$ cat src/rtl/core/assert_macros.svh
// Assertion macros used by the encoder top level.
`ifndef ASSERT_MACROS_SVH
`define ASSERT_MACROS_SVH

// Same-cycle implication, checked on the rising clock edge outside reset.
`define ASSERT_IMPL(label, ante, cons) \
  label: assert property (@(posedge clk) disable iff (rst) (ante) |-> (cons)) \
    else $error("assertion failed");

// Next-cycle implication, checked on the rising clock edge outside reset.
`define ASSERT_NEXT(label, ante, cons) \
  label: assert property (@(posedge clk) disable iff (rst) (ante) |=> (cons)) \
    else $error("assertion failed");

`endif

$ cat src/rtl/core/lcgpe_pkg.sv
// Shared constants, types and the pulse encoding function of the LED encoder.
package lcgpe_pkg;

  localparam int LED_COUNT = 1024;

  localparam logic CMD_LOAD   = 1'b0;
  localparam logic CMD_ENCODE = 1'b1;

  localparam logic [7:0] PULSE_00 = 8'h88;
  localparam logic [7:0] PULSE_01 = 8'h8E;
  localparam logic [7:0] PULSE_10 = 8'hE8;
  localparam logic [7:0] PULSE_11 = 8'hEE;

  // Pipeline enables and the gamma table write that every lane sees.
  typedef struct packed {
    logic       load_we;
    logic [7:0] load_addr;
    logic [7:0] load_data;
    logic       advance1;
    logic       advance2;
  } lcgpe_lane_ctrl_t;

  function automatic logic [7:0] pulse_of(input logic [1:0] pair);
    logic [7:0] code;
    case (pair)
      2'b00:   code = PULSE_00;
      2'b01:   code = PULSE_01;
      2'b10:   code = PULSE_10;
      default: code = PULSE_11;
    endcase
    return code;
  endfunction

  // Most significant bit pair goes out first, in bits 31:24.
  function automatic logic [31:0] encode_byte(input logic [7:0] v);
    return {pulse_of(v[7:6]), pulse_of(v[5:4]), pulse_of(v[3:2]), pulse_of(v[1:0])};
  endfunction

endpackage

$ cat src/rtl/core/lcgpe_merge.sv
// Output stage that joins the three lane codes and the LED position.
module lcgpe_merge
  import lcgpe_pkg::*;
(
  input  logic        clk,
  input  logic        rst,
  input  logic        lane_valid,
  output logic        lane_ready,
  input  logic [9:0]  lane_position,
  input  logic [31:0] lane_green,
  input  logic [31:0] lane_red,
  input  logic [31:0] lane_blue,
  output logic        out_valid,
  input  logic        out_ready,
  output logic [9:0]  led_position,
  output logic [31:0] green_code,
  output logic [31:0] red_code,
  output logic [31:0] blue_code
);

  assign lane_ready = !out_valid || out_ready;

  always_ff @(posedge clk) begin
    if (rst) begin
      out_valid <= 1'b0;
    end else if (lane_ready) begin
      out_valid <= lane_valid;
    end
  end

  always_ff @(posedge clk) begin
    if (lane_ready) begin
      led_position <= lane_position;
      green_code   <= lane_green;
      red_code     <= lane_red;
      blue_code    <= lane_blue;
    end
  end

endmodule

$ cat config.mk
export PLATFORM = sky130hd
export DESIGN_NAME = lcgpe_merge
export DESIGN_NICKNAME = d
export VERILOG_FILES = /design/src/rtl/core/assert_macros.svh /design/src/rtl/core/lcgpe_pkg.sv /design/src/rtl/core/lcgpe_merge.sv
export SDC_FILE = /design/constraint.sdc
export NUM_CORES = 1
export LEC_CHECK = 0
export BUFFER_PORTS_ARGS = -buffer_cell sky130_fd_sc_hd__buf_2
export CORE_ASPECT_RATIO = 1.5
export CORE_MARGIN = 2
export CORE_UTILIZATION = 41
export DETAILED_ROUTE_END_ITERATION = 10
export GPL_TIMING_DRIVEN = 0
export PLACE_DENSITY_LB_ADDON = 0.08
export SYNTH_ARGS = -nofsm -noshare
export SYNTH_HDL_FRONTEND = slang
export SYNTH_SLANG_ARGS = --single-unit
$ cat constraint.sdc
create_clock -name clk -period 2 [get_ports clk]
set_input_delay 0.2 -clock clk [delete_from_list [all_inputs] [get_ports clk]]
set_output_delay 0.2 -clock clk [all_outputs]
set_load 0.005 [all_outputs]
After elaboration in Yosys (flattened, before gate mapping)
Index checks and enable logic that the tools add are counted.

Bits in registers: 107. Latch bits: 0. Bits in writable memories: 0. ROM bits: 0. Output and inout port bits: 108. Logic and storage cells: 7. Memories kept: 0.

$add $sub $neg: 0. Multiply operators: 0. Divide/modulo/power cells: 0. $lt $le $gt $ge: 0. Equal/unequal tests: 0. Shift-type cells: 0. Mux-type cells: 0. Bitwise gates (word level): 0. Reductions and logical operators: 2.

Operators with widths (number): 1-bit logical NOT (1); 1-bit logical OR (1).

Logic depth before layout (Yosys ltp)
Depth after elaboration: 2. Mapped depth: 2. Depth with buffers taken out: 2.

Worst setup path after synthesis
No wires, ideal clock.

Path type: register -> register. Start: register out_valid. End: register blue_code[0], enable pin. Library setup time: 0.393 ns. Arrival: 1.109 ns. Data required time: 1.607 ns. Setup slack: 0.498 ns. Stages on the path, launching flop included: 2. Path buffers: 0. Period minus slack after synthesis: 1.502 ns. Path through: dfxtp_1 > nand2b_4.

Cells in the longest elaborated chain, start to end: 2.

RTL lines: start, declared (RTL line lcgpe_merge.sv:13) `output logic out_valid,`; start signal, assigned (RTL line lcgpe_merge.sv:27) `out_valid <= lane_valid;`; 1-bit logical NOT (RTL line lcgpe_merge.sv:21) `assign lane_ready = !out_valid || out_ready;`; 1-bit logical OR (RTL line lcgpe_merge.sv:21); net lane_ready (RTL line lcgpe_merge.sv:8) `output logic lane_ready,`; end signal, assigned (RTL line lcgpe_merge.sv:36) `blue_code <= lane_blue;`; end, declared (RTL line lcgpe_merge.sv:18) `output logic [31:0] blue_code`.

The timed path passes the listed nets, and every way through them passes these cells. A chain may end at the register's enable or synchronous reset.

Worst setup path in the final report
Start: register out_valid. End: output lane_ready.

Cells in the longest elaborated chain, start to end: 2.

RTL lines (RTL line): 1-bit logical NOT (lcgpe_merge.sv:21); 1-bit logical OR (lcgpe_merge.sv:21); end, declared (lcgpe_merge.sv:8).

Every way passes these cells.

==> results.toml <==
[pwr]
seqPwrFrac = 0.578
power_leakage_nw = 2.112
sw_frac_of_total = 0.1836
pwr_density_cell_nw_per_um2 = 976.7
clockPowerShare = 0.354
internal-power_mw = 3.773
p_sw_mw = 0.8482
p_comb_frac = 0.068
vdd_ir_drop_max_v = 0.0009358

[synthesis]
synth_compound_area_frac = 0.002712
syn_nets = 220
netlist_area_um2 = 3229
syn_area_per_cell_um2 = 29.36
synth-seq-area-share = 0.9919
synthCells = 110
synth_common_cells = "106 x edfxtp_1, 1 x a21oi_2, 1 x dfxtp_1, 1 x inv_1, 1 x nand2b_4"
ys_types = 5
synth-seq-cells = 107
synth_top_family_by_area = "simple AND/OR/NAND/NOR gates"
post-synth-top-count-cell = "edfxtp_1"
yosys.area_share.simple = 0.004262
yosys.area.top_type = "edfxtp_1"
yosysWarnings = 0
synth_edf_count = 106
synth_fa_ha_area_frac = 0
synth-xor-area-share = 0
synth_top_area_share = 0.9857
synth-main-ff-cell = "edfxtp_1"
synth_area_leaders = "edfxtp_1 99%, dfxtp_1 0.62%, nand2b_4 0.43%"
synth_mux_area_frac = 0
async_flop_share = 0

[worst_setup_path]
cp_num_buf_inv = 1
max_stage_delay_ns = 0.54
cp_slowest_cell = "nand2b_4"
path_max_fanout = 54
critPathKind = "reg2out"
crit_arrival_ns = 1.52
critPathLaunchType = "register"
path_cells = "nand2b_4, buf_2"
cpLargestDelayFamily = "simple AND/OR/NAND/NOR gates"
worst_setup_path_end_kind = "output pin"
critPathRequiredTime_ns = 1.80

[clocking]
cts_inserted_buffers = 9
clk_latency_ns = 0.33
ctsHoldBuffers = 0
clk_pin_slew_worst_paths_ns = 0.06
cts_resized = 0
h-tree-depth = 3
cts_sinks = 107
cts_tree = "built"
root_buffer = "clkbuf_16"
cts_buffer_depth = 2

[worst_hold_path]
min_path_type = "in2reg"

[global_route]
antenna_found_initial = 0
gr-usage-all-layers = 0.1506
grt_pass1_vias = 1887
grt_overflow = 0
grt_max_degree = 55
grt_pass1_wl_um = 9287

[outcome]
outcome = "complete, no violations"

[die]
start_util = 0.4242
die-area_um2 = 8617
io_pins = 218
coreArea_um2 = 7612
fp.dieH_um = 112.7
rows = 39
die_w_um = 76.47

[timing]
rsz0062_at_grt = "no"
tns_ns = 0
hold_violations = 0
drv_slew = 0
period_needed_ns = 1.725
clock_skew_ns = 0.004589
tightestPinTransition_ns = 1.277
max-slew-margin-rel = 0.1486
setup_slack_ns = 0.2752
fin_crit_sh = 0.8624
setup_viol = 0
fmax_ghz = 0.5798

[flow_run]
maxCapViolCount = 0

[routing]
dr.pass1.iters = 4
routed_wl_um = 6571
drc = 0
drt-initial-drc-count = 103
wl_met3_um = 736
drtAntennaViolNets = 0
top_layer = "met4"
wl_met1_um = 2131
post_drt_wl_per_cell_um = 14.73
wl_met2_um = 3476
avgViaCountPerCell = 4.321
vias = 1927

[final_layout]
final_nets = 449
antenna_cells = 0
area_delta_synth_final_pct = 46.49
drive_gt1_frac = 0.6715
utilization = 0.6215

[place]
gp_congestion = 0.7036
io_buffer_count = 217
pre_cts_ws_ns = 0.1809
-- kinds of logic (layout without fill, tap and decap cells) --
logic type             Yosys count  count (layout)
DFF                            107             107
AOI/OAI and AO/OA                1               1
buffers and inverters            1             234
and+or+nand+nor                  1               2
-- cell type report --
cell class | count | area [um^2]
Sequential cell | 107 | 3203
Fill cell | 606 | 2882
Timing Repair Buffer | 217 | 1086
Clock buffer | 13 | 240.2
Tap cell | 102 | 127.6
Clock inverter | 3 | 38.79
Multi-Input combinational cell | 3 | 31.28
Inverter | 1 | 3.754
-- layer usage --
metal / track usage / vias to the layer above
li1: - / 907
met4: 0.1042 / 0
met2: 0.2625 / 137
met3: 0.05981 / 15
met1: 0.1437 / 868
met5: 0 / -
-- stage by stage --
stage	instances	power (mW)	cell area (um^2)	hold slack [ns]
2_1_floorplan	110	2.778	3229	0.2624
3_3_place_gp	429	3.028	4443	0.3628
3_5_place_dp	429	3.037	4443	0.3621
4_1_cts	446	4.680	4731	0.002369
5_1_grt	446	4.780	4731	0.004317
6_report	446	4.621	4731	0.01615
-- path summary, 6_finish.rpt --
check | cells after the start | slack, ns | end | from
max reg2reg | 1 | 0.33 | red_code[25]$_DFFE_PP_ | out_valid$_SDFFE_PP0P_
min reg2reg | 1 | 1.17 | blue_code[29]$_DFFE_PP_ | out_valid$_SDFFE_PP0P_
min | 2 | 0.02 | out_valid$_SDFFE_PP0P_ | rst
max | 2 | 0.28 | lane_ready | out_valid$_SDFFE_PP0P_
-- power groups by stage --
stage / registers (mW) / logic (mW) / clock network, mW
global placement: 2.71 / 0.313 / 0
detailed placement: 2.72 / 0.317 / 0
floorplan: 2.75 / 0.0298 / 0
CTS: 2.67 / 0.320 / 1.69
finish: 2.67 / 0.312 / 1.64
global route: 2.68 / 0.342 / 1.75
-- cells in the final DEF (no fill, tap or decap) --
cell | synthesis | layout
nand2b_2 | 0 | 1
clkinv_1 | 0 | 1
a21oi_2 | 1 | 1
clkbuf_1 | 0 | 4
nand2b_4 | 1 | 1
clkinv_2 | 0 | 1
clkbuf_16 | 0 | 9
dfxtp_1 | 1 | 1
buf_2 | 0 | 217
inv_1 | 1 | 1
edfxtp_1 | 106 | 106
bufinv_16 | 0 | 1
-- state kept, by name, indices dropped and copies added, names as in the netlist --
| name | count |
|---|---|
| out_valid | 1 |
| red_code | 32 |
| blue_code | 32 |
| green_code | 32 |
| led_position | 10 |
-- repair_timing --
action,CTS,global route
endpoints found under the setup margin,1,0
setup buffers,0,0
hold endpoints to repair,0,0
(Power assumes the default switching activity.)
